**src/rtl/mes_ram.sv**
```systemverilog
// mes_ram: generic single-port-write, single-port-read synchronous ram
// registered read data; no dependencies
module mes_ram #(
  parameter int WIDTH = 8,
  parameter int DEPTH = 16
) (
  input  logic                                     clk,
  input  logic                                     we,
  input  logic [((DEPTH > 1) ? $clog2(DEPTH) : 1)-1:0] waddr,
  input  logic [WIDTH-1:0]                         wdata,
  input  logic [((DEPTH > 1) ? $clog2(DEPTH) : 1)-1:0] raddr,
  output logic [WIDTH-1:0]                         rdata
);

  logic [WIDTH-1:0] mem_r [DEPTH];

  always_ff @(posedge clk) begin
    if (we) begin
      mem_r[waddr] <= wdata;
    end
    rdata <= mem_r[raddr];
  end

endmodule
```
**config.mk**
```make
export PLATFORM = sky130hd
export DESIGN_NAME = mes_ram
export DESIGN_NICKNAME = d
export VERILOG_FILES = /design/src/rtl/mes_ram.sv
export SDC_FILE = /design/constraint.sdc
export NUM_CORES = 1
export LEC_CHECK = 0
export BUFFER_PORTS_ARGS = -buffer_cell sky130_fd_sc_hd__buf_4
export CORE_MARGIN = 2
export CORE_UTILIZATION = 25
export CTS_BUF_LIST = sky130_fd_sc_hd__clkbuf_8
export DETAILED_ROUTE_END_ITERATION = 12
export GPL_ROUTABILITY_DRIVEN = 0
export PLACE_DENSITY_LB_ADDON = 0.2
export SLEW_MARGIN = 20
export SYNTH_ARGS = -nofsm -noshare
export SYNTH_HDL_FRONTEND = slang
export SYNTH_SLANG_ARGS = --single-unit
```
**constraint.sdc**
```tcl
create_clock -name clk -period 2.6 [get_ports clk]
set_input_delay 0.39 -clock clk [delete_from_list [all_inputs] [get_ports clk]]
set_output_delay 0.39 -clock clk [all_outputs]
set_load 0.03 [all_outputs]
```
# Yosys cells after proc, flatten, opt, wreduce, memory -nomap -nowiden
# Memory sizes are Yosys's and may differ from the RTL's. A register that Yosys moved wholly into a read port is not among the register bits.
# Cells that the tools add are included.
# op_classes
n_addsub,0
n_mul,0
div_mod_pow,0
n_lt_le_gt_ge,0
n_eq_ne,0
n_shift,0
muxes,2
bitwise,0
reduce_logical,0
# op_table
operator,count
$mux W1,2
# word_totals
reg_bits,0
latchBits,0
mem_bits_rw,128
rom_bits,0
out_inout_bits,8
wordCells,3
mem_count,1
# memory_table
name,words,width,rd,rd_clocked_by_memory_dff,write_ports,line_no,rtl
mem_r,16,8,1,1,1,15,logic [WIDTH-1:0] mem_r [DEPTH];

# Logic depth before layout (Yosys ltp)
# Gate-level depths: netlist of the first run.
# depth
word_depth,2
depth_mapped,5
mapped_depth_nobuf,3

# Worst setup path after synthesis of the first run
# OpenSTA, ideal clock, no wires.
# synth_path
path_kind,in2reg
startpoint,in waddr[2] (netlist bit)
endpoint,mem mem_r[0][0] (enable)
arrival_ps,1500
required_time_ps,2217
slack_ps,717
cell_stages,2
path_buffers,0
path_cell_list,or3b_2 > nor3_1
# synth_rtl
element,line_no,rtl
start: declaration,9,"input logic [((DEPTH > 1) ? $clog2(DEPTH) : 1)-1:0] waddr,"
end: declaration,15,
# Straight into the memory's write port.

==> results.cfg, run 1 <==
[timing]
fin_worst_skew_ns = 0.0125
worst_pin_slew_ns = 0.991
max_clock_freq_ghz = 0.633
period_minus_slack_ns = 1.58
drv_slew = 0
rsz0062_at_grt = false
slew-limit-headroom_pct = 33.8
period_share_pct = 60.7
finalSetupTns_ns = 0
worst_slack_ns = 1.02
hold_violations = 0
setup_viol = 0

[clocking]
post_cts_buffers = 0
cts_buffers = 17
clock_latency_ns = 0.43
cts_sinks = 136
cts_hold_buf = 0
ctsLongestPathBuffers = 2
root_buffer = clkbuf_8
path_clk_slew_ns = 0.07
cts_htree_levels = 4
cts_resized = 0
cts_tree = built

[die]
start_util_pct = 25.4
die_height_um = 147
dieArea_um2 = 21800
die_width_um = 147
ios = 26
core_area_um2 = 20200
row_count = 52

[run_status]
outcome = finished, final reports clean

[synthesis]
ys_warn_count = 0
avgSynthCellArea_um2 = 22.5
syn_nets = 247
ys_ff_latch = 136
syn_inst = 229
syn_area_um2 = 5150
ys_types = 19
ys.flop_type = edfxtp_1
synth_edf_count = 128
async_reset_ff_share_pct = 0
ys_seq_area_share_pct = 77.8

[min_path]
hold_path_depth = 1
hold_path_end = mem_r[6][4]
min-delay-start = wdata[4]
min_path_type = input pin to flip-flop

[critical_path]
worst-path-buf-inv = 2
required_ns = 2.90
rrSetupSlack_ns = 1.17
startpoint_type = input pin
critPathMaxFanout = 15
path_cells = buf_4 -> buf_12 -> mux4_1 -> a22oi_1 -> nand2_1
crit_family = multiplexers
r2r_cells = 3
critPathArrivalTime_ns = 1.88
critPathMaxStageDelay_ns = 0.56
worstSetupPathType = input pin to flip-flop
cp-end-kind = flip-flop
crit_path_top_delay_cell = mux4_1
r2r_end = rdata[2]
r2r-start = mem_r[0][2]

[pwr]
switching_power_mw = 0.907
total_power_mw = 4.20
seq_power_share_pct = 58.8
comb_power_share_pct = 6.5
p_leak_nw = 2.01
swShare_pct = 21.6
power.share.clock_pct = 34.7
power.density_nw_per_um2 = 691
vdd.ir_drop.worst_mv = 0.293
intPower_mw = 3.29

[place]
dp_hpwl_um = 7520
portBuffers = 25
pre_cts_ws_ns = 0.579

[detailed_routing]
drtIter0Drc = 155
routed_wl_um = 11500
met1_length_um = 5570
dr_wl_met3_um = 486
vias = 2436
wl_met2_um = 5330
detail-route-antenna-nets = 0
post-route-drc-count = 0
dr.max_layer_used = met4
wire_per_inst_um = 20.4
vias_per_cell = 4.32
first_pass_iters = 4

[cells_and_area]
area_growth_pct = 18.0
antennaDiodeCount = 0
final_cell_mix = edfxtp_1 (128), buf_4 (43), clkbuf_8 (21)
final_common_cell = edfxtp_1
finalNetCount = 300
final_layout_size_suffix_gt1_share_pct = 29.3

[global_routing]
grt-ovfl-total = 0
grt_max_degree = 33
grt_pass1_vias = 2635
grt_usage_pct = 11.4
antenna_found_initial = 0
grt_pass1_wl_um = 17400

[run]
cap_viol_max_count = 0
-- per-layer routing --
layer	global-route usage [%]	vias up
met5	0	-
li1	-	1072
met3	3.24	10
met1	15.9	1296
met2	17.3	58
met4	3.75	0
-- how the worst max path moves through the flow --
| stage | from | to | slack [ns] | depth (start not counted) |
|---|---|---|---|---|
| final | raddr[0] | rdata[2] | 1.02 | 5 |
| after global routing | raddr[0] | rdata[2] | 0.97 | 5 |
| after CTS | raddr[0] | rdata[2] | 1.02 | 5 |
| after detailed placement | raddr[0] | rdata[2] | 0.58 | 5 |
| after global placement | raddr[0] | rdata[2] | 0.58 | 5 |
| after floorplan | waddr[2] | mem_r[0][0] | 0.72 | 2 |
-- logic make-up after synthesis --
logic type,synth area share [%]
muxes,15.0
DFF,77.8
buffers and inverters,1.68
and+or+nand+nor,3.18
AOI/OAI and AO/OA,2.33
-- power groups by stage --
| stage | sequential, mW | clock [mW] | combinational, mW |
|---|---|---|---|
| floorplan | 2.54 | 0 | 0.124 |
| global placement | 2.52 | 0 | 0.279 |
| detailed placement | 2.52 | 0 | 0.282 |
| CTS | 2.47 | 1.51 | 0.282 |
| global route | 2.47 | 1.59 | 0.297 |
| finish | 2.47 | 1.46 | 0.273 |
-- cell type report --
class | instances | area [µm²]
Clock buffer | 21 | 289
Clock inverter | 10 | 42.5
Fill cell | 1988 | 14200
Multi-Input combinational cell | 83 | 1060
Sequential cell | 136 | 4000
Tap cell | 270 | 338
Timing Repair Buffer | 44 | 343
-- metrics by stage --
stage	area, µm²	utilization [%]	hold WS (ns)	instances
6_report	6070	30.0	0.260	564
3_3_place_gp	5740	28.4	0.658	533
4_1_cts	6070	30.0	0.238	564
5_1_grt	6070	30.0	0.254	564
3_5_place_dp	5740	28.4	0.660	533
2_1_floorplan	5150	-	0.489	229
-- cell usage after synthesis (all sizes together), types with 2 or more instances --
library cell	n	share of area, %
nand2b	2	0.24
mux4	32	15
nor2	13	0.95
buf	7	1.1
clkdlybuf4s25	3	0.58
a22oi	16	2.3
nand3b	2	0.29
dfxtp	8	3.1
edfxtp	128	75
nor3	4	0.39
nand2	9	0.66
-- state kept, by name, indices dropped and copies added, names as in the netlist --
register  cells
rdata         8
mem_r       128
Power figures use the tool's default switching activity.
==> run 2: changes to the inputs <==
==> constraint.sdc (replaced) <==
create_clock -name clk -period 1.5 [get_ports clk]
set_input_delay 0.225 -clock clk [delete_from_list [all_inputs] [get_ports clk]]
set_output_delay 0.225 -clock clk [all_outputs]
set_load 0.03 [all_outputs]
==> run 2 against run 1 <==
  * Worst hold slack lost 0.16 ns
  * Register-to-register slack got worse by 1.1 ns
  * Clock skew rose by 0.0014 ns
  * Critical path depth fell by 1
  * Largest power group unchanged
  * Highest routed layer unchanged
==> results.cfg, run 2 (synthesized netlist as in run 1, its figures left out) <==
[detailed_routing]
dr.max_layer_used = met4
wl_met2_um = 5270
detail-route-antenna-nets = 0
dr_wl_met3_um = 757
vias = 2469
routed_wl_um = 11500
first_pass_iters = 4
met1_length_um = 5370
post-route-drc-count = 0
wire_per_inst_um = 19.8
drtIter0Drc = 275
vias_per_cell = 4.23

[timing]
slew-limit-headroom_pct = 36.1
drv_slew = 0
hold_violations = 0
period_minus_slack_ns = 1.39
fin_worst_skew_ns = 0.0139
max_clock_freq_ghz = 0.718
setup_viol = 0
rsz0062_at_grt = false
period_share_pct = 92.8
worst_pin_slew_ns = 0.954

[pwr]
power.density_nw_per_um2 = 1160
intPower_mw = 5.72
seq_power_share_pct = 58.2
comb_power_share_pct = 7.2
p_leak_nw = 2.12
power.share.clock_pct = 34.6
switching_power_mw = 1.62
swShare_pct = 22.1
total_power_mw = 7.34
vdd.ir_drop.worst_mv = 0.494

[cells_and_area]
finalNetCount = 318
area_growth_pct = 22.4
largest_reg_flops = 128
final_layout_size_suffix_gt1_share_pct = 35.5
largest-register = mem_r
fin_cells = 583
final_common_cell = edfxtp_1
reg_top3 = mem_r (128), rdata (8)
final_cell_mix = edfxtp_1 (128), buf_4 (55), clkbuf_8 (20)
antennaDiodeCount = 0

[global_routing]
grt_usage_pct = 11.3
grt_pass1_vias = 2633
grt_max_degree = 17
grt_pass1_wl_um = 17100
grt-ovfl-total = 0
antenna_found_initial = 0

[die]
start_util_pct = 25.4
die_width_um = 147
ios = 26
core_area_um2 = 20200
row_count = 52
die_height_um = 147
dieArea_um2 = 21800

[critical_path]
required_ns = 1.82
worst-path-buf-inv = 1
critPathMaxFanout = 1
critPathArrivalTime_ns = 1.71
crit_start = mem_r[3][6]
critPathMaxStageDelay_ns = 0.49
path_cells = mux4_2 -> a22oi_2 -> buf_4 -> nand2_1
crit_family = multiplexers
r2r-start = mem_r[3][6]
worstSetupPathType = flip-flop to flip-flop
cp-end-kind = flip-flop
startpoint_type = flip-flop
crit_path_top_delay_cell = mux4_2

[clocking]
cts_sinks = 136
cts_tree = built
path_clk_slew_ns = 0.07
clock_latency_ns = 0.44
ctsLongestPathBuffers = 2
cts_buffers = 17
cts_hold_buf = 0
root_buffer = clkbuf_8
cts_htree_levels = 4

[place]
dp_hpwl_um = 7800
dp.cells = 551
portBuffers = 25

[run]
cap_viol_max_count = 0

[min_path]
min-delay-start = wdata[7]
min_path_type = input pin to flip-flop

[run_status]
outcome = finished, final reports clean
## run 2: cell count changes in the layout (fill, tap and decap cells not counted), sizes merged
| cell | delta |
|---|---|
| clkinv | +2 |
| inv | -3 |
| clkinvlp | +3 |
| clkbuf | -1 |
| buf | +18 |
## run 2: worst reg2reg max path: stages, from the launching register on
cell,delay (ns)
edfxtp_1,0.35
mux4_2,0.49
a22oi_2,0.24
buf_4,0.16
nand2_1,0.05
## run 2: area by class of cell
class,instances,area (µm²)
Timing Repair Buffer,62,553
Fill cell,1951,13900
Tap cell,270,338
Sequential cell,136,4000
Clock inverter,12,65.1
Multi-Input combinational cell,83,1070
Clock buffer,20,275
## run 2: layer usage
| layer | global-route usage [%] | up-vias |
|---|---|---|
| li1 | - | 1111 |
| met2 | 16.6 | 71 |
| met1 | 16.0 | 1278 |
| met4 | 3.89 | 0 |
| met5 | 0 | - |
| met3 | 3.52 | 9 |
## run 2: through the flow
| step | instance area [µm²] | setup slack [ns] | setup TNS, ns | utilization (%) | hold slack, ns |
|---|---|---|---|---|---|
| 3_5_place_dp | 5960 | -0.245 | -2.17 | 29.4 | 0.538 |
| 6_report | 6300 | 0.108 | 0 | 31.1 | 0.0956 |
| 3_3_place_gp | 5960 | -0.289 | -2.54 | 29.4 | 0.544 |
| 4_1_cts | 6300 | 0.00331 | 0 | 31.1 | 0.0588 |
| 5_1_grt | 6300 | 0.0391 | 0 | 31.1 | 0.0761 |
| 2_1_floorplan | 5150 | 0.00885 | 0 | - | 0.324 |
## run 2: final timing paths
path,to,cells after the start,slack (ns)
worst max-delay path,rdata[6],4,0.11
worst min-delay path,mem_r[11][7],1,0.1
worst max register to register,rdata[6],4,0.11
worst min register to register,rdata[6],3,0.68
## run 2: repair_timing
action,in CTS,in global routing
buffers inserted,0,0
setup endpoints to repair,0,1
gates resized for setup,0,1
## run 2: power groups by stage
stage / clock network [mW] / logic, mW / registers, mW
6_report: 2.54 / 0.531 / 4.27
5_1_grt: 2.80 / 0.572 / 4.28
4_1_cts: 2.64 / 0.541 / 4.27
3_5_place_dp: 0 / 0.540 / 4.36
3_3_place_gp: 0 / 0.541 / 4.35
2_1_floorplan: 0 / 0.216 / 4.40
==> run 3: changes to the inputs <==
--- a/config.mk
+++ b/config.mk
@@ -8,7 +8,6 @@
 export BUFFER_PORTS_ARGS = -buffer_cell sky130_fd_sc_hd__buf_4
 export CORE_MARGIN = 2
 export CORE_UTILIZATION = 25
-export CTS_BUF_LIST = sky130_fd_sc_hd__clkbuf_8
 export DETAILED_ROUTE_END_ITERATION = 12
 export GPL_ROUTABILITY_DRIVEN = 0
 export PLACE_DENSITY_LB_ADDON = 0.2
==> run 3 against run 2 <==
  * Critical path depth unchanged
  * Clock skew down 0.0049 ns
  * Cell count unchanged
  * Register-to-register slack about the same
  * First-iteration DRC count down 12%
  * Clock power up 45%
  * Global-route usage up 0.094 points
  * Combinational power about the same
  * Die area unchanged
  * Core utilization up 0.95 points
  * Critical endpoint unchanged
  * Largest power group unchanged
==> results.cfg, run 3 (synthesized netlist as in run 1, its figures left out) <==
[timing]
slew-limit-headroom_pct = 36.7
period_minus_slack_ns = 1.39
max_clock_freq_ghz = 0.717
period_share_pct = 92.9
hold_slack_ns = 0.117
finalSetupTns_ns = 0
worst_pin_slew_ns = 0.947
setup_viol = 0
worst_slack_ns = 0.106
drv_slew = 0
rsz0062_at_grt = false
hold_violations = 0
fin_worst_skew_ns = 0.00903

[cells_and_area]
final_cell_area_um2 = 6490
antennaDiodeCount = 0
multiInputGateArea_um2 = 1070
final_cell_mix = edfxtp_1 (128), buf_4 (55), mux4_2 (18)
final_util_pct = 32.1
largest-register = mem_r
fin_cells = 583
reg_top3 = mem_r (128), rdata (8)
fillers = 1922
largest_reg_flops = 128
finalNetCount = 318
final_layout_size_suffix_gt1_share_pct = 35.5
regArea_um2 = 4000
area_growth_pct = 26.2
final_common_cell = edfxtp_1

[pwr]
vdd.ir_drop.worst_mv = 0.668
power.density_nw_per_um2 = 1310
p_leak_nw = 2.19
total_power_mw = 8.49

[clocking]
post_cts_buffers = 0
clock_latency_ns = 0.42
cts_htree_levels = 4
root_buffer = clkbuf_16
cts_buffers = 17
cts_hold_buf = 0
cts_sinks = 136
cts_tree = built
path_clk_slew_ns = 0.06
ctsLongestPathBuffers = 2

[global_routing]
grt-ovfl-total = 0
grt_pass1_wl_um = 17200
antenna_found_initial = 0
grt_max_degree = 17
grt_pass1_vias = 2622
grt_usage_pct = 11.4

[die]
start_util_pct = 25.4
die_height_um = 147
row_count = 52
core_area_um2 = 20200
ios = 26
die_width_um = 147
dieArea_um2 = 21800

[place]
dp_hpwl_um = 7800
dp.cells = 551
dpl_cell_area_um2 = 5960
pre_cts_ws_ns = -0.245
portBuffers = 25

[run]
cap_viol_max_count = 0

[detailed_routing]
wire_per_inst_um = 19.9
drtIter0Drc = 243
detail-route-antenna-nets = 0
vias_per_cell = 4.28
vias = 2496
first_pass_iters = 4
post-route-drc-count = 0
routed_wl_um = 11600

[critical_path]
r2r_cells = 4
worstSetupPathType = flip-flop to flip-flop
required_ns = 1.80
startpoint_type = flip-flop
critPathArrivalTime_ns = 1.69
critPathMaxFanout = 1
cp-end-kind = flip-flop

[run_status]
outcome = finished, final reports clean

[min_path]
min_path_type = input pin to flip-flop
hold_path_depth = 1
-- run 3: changes by cell type in the layout (fill, tap and decap cells not counted), sizes merged --
cell	change
inv	-4
clkbuf	+4
-- run 3: path summary, 6_finish.rpt --
| path | end | startpoint | slack [ns] |
|---|---|---|---|
| hold reg to reg | rdata[6] | mem_r[13][6] | 0.68 |
| setup reg to reg | rdata[6] | mem_r[3][6] | 0.11 |
| setup / recovery | rdata[6] | mem_r[3][6] | 0.11 |
| hold / removal | mem_r[11][7] | wdata[7] | 0.12 |
-- run 3: final cells by class --
type                    count  area share (%)
flip-flops and latches    136            61.7
multi-input cells          83            16.4
well taps                 270            5.20
clock inverters             8           0.771
repair buffers             62            8.52
clock buffers              24            7.42
-- run 3: worst max-delay path: stages, from the launching register on --
cell and delay (ns):
edfxtp_1 0.35, mux4_2 0.49, a22oi_2 0.24, buf_4 0.16
nand2_1 0.05
-- run 3: per-layer routing --
metal	global-route usage, %	up-vias	routed length [µm]
li1	-	1111	-
met1	16.1	1303	5540
met2	16.5	75	5260
met3	3.70	7	668
met4	4.18	0	102
met5	0	-	0
-- run 3: what timing repair did --
action / CTS / global route
endpoints found under the setup margin: 0 / 1
resized for setup: 0 / 1
endpoints found under the hold margin: 0 / 0
-- run 3: where the power goes --
group	switching [mW]	internal [mW]
sequential	0.0275	4.25
combinational	0.291	0.239
clock	1.45	2.23
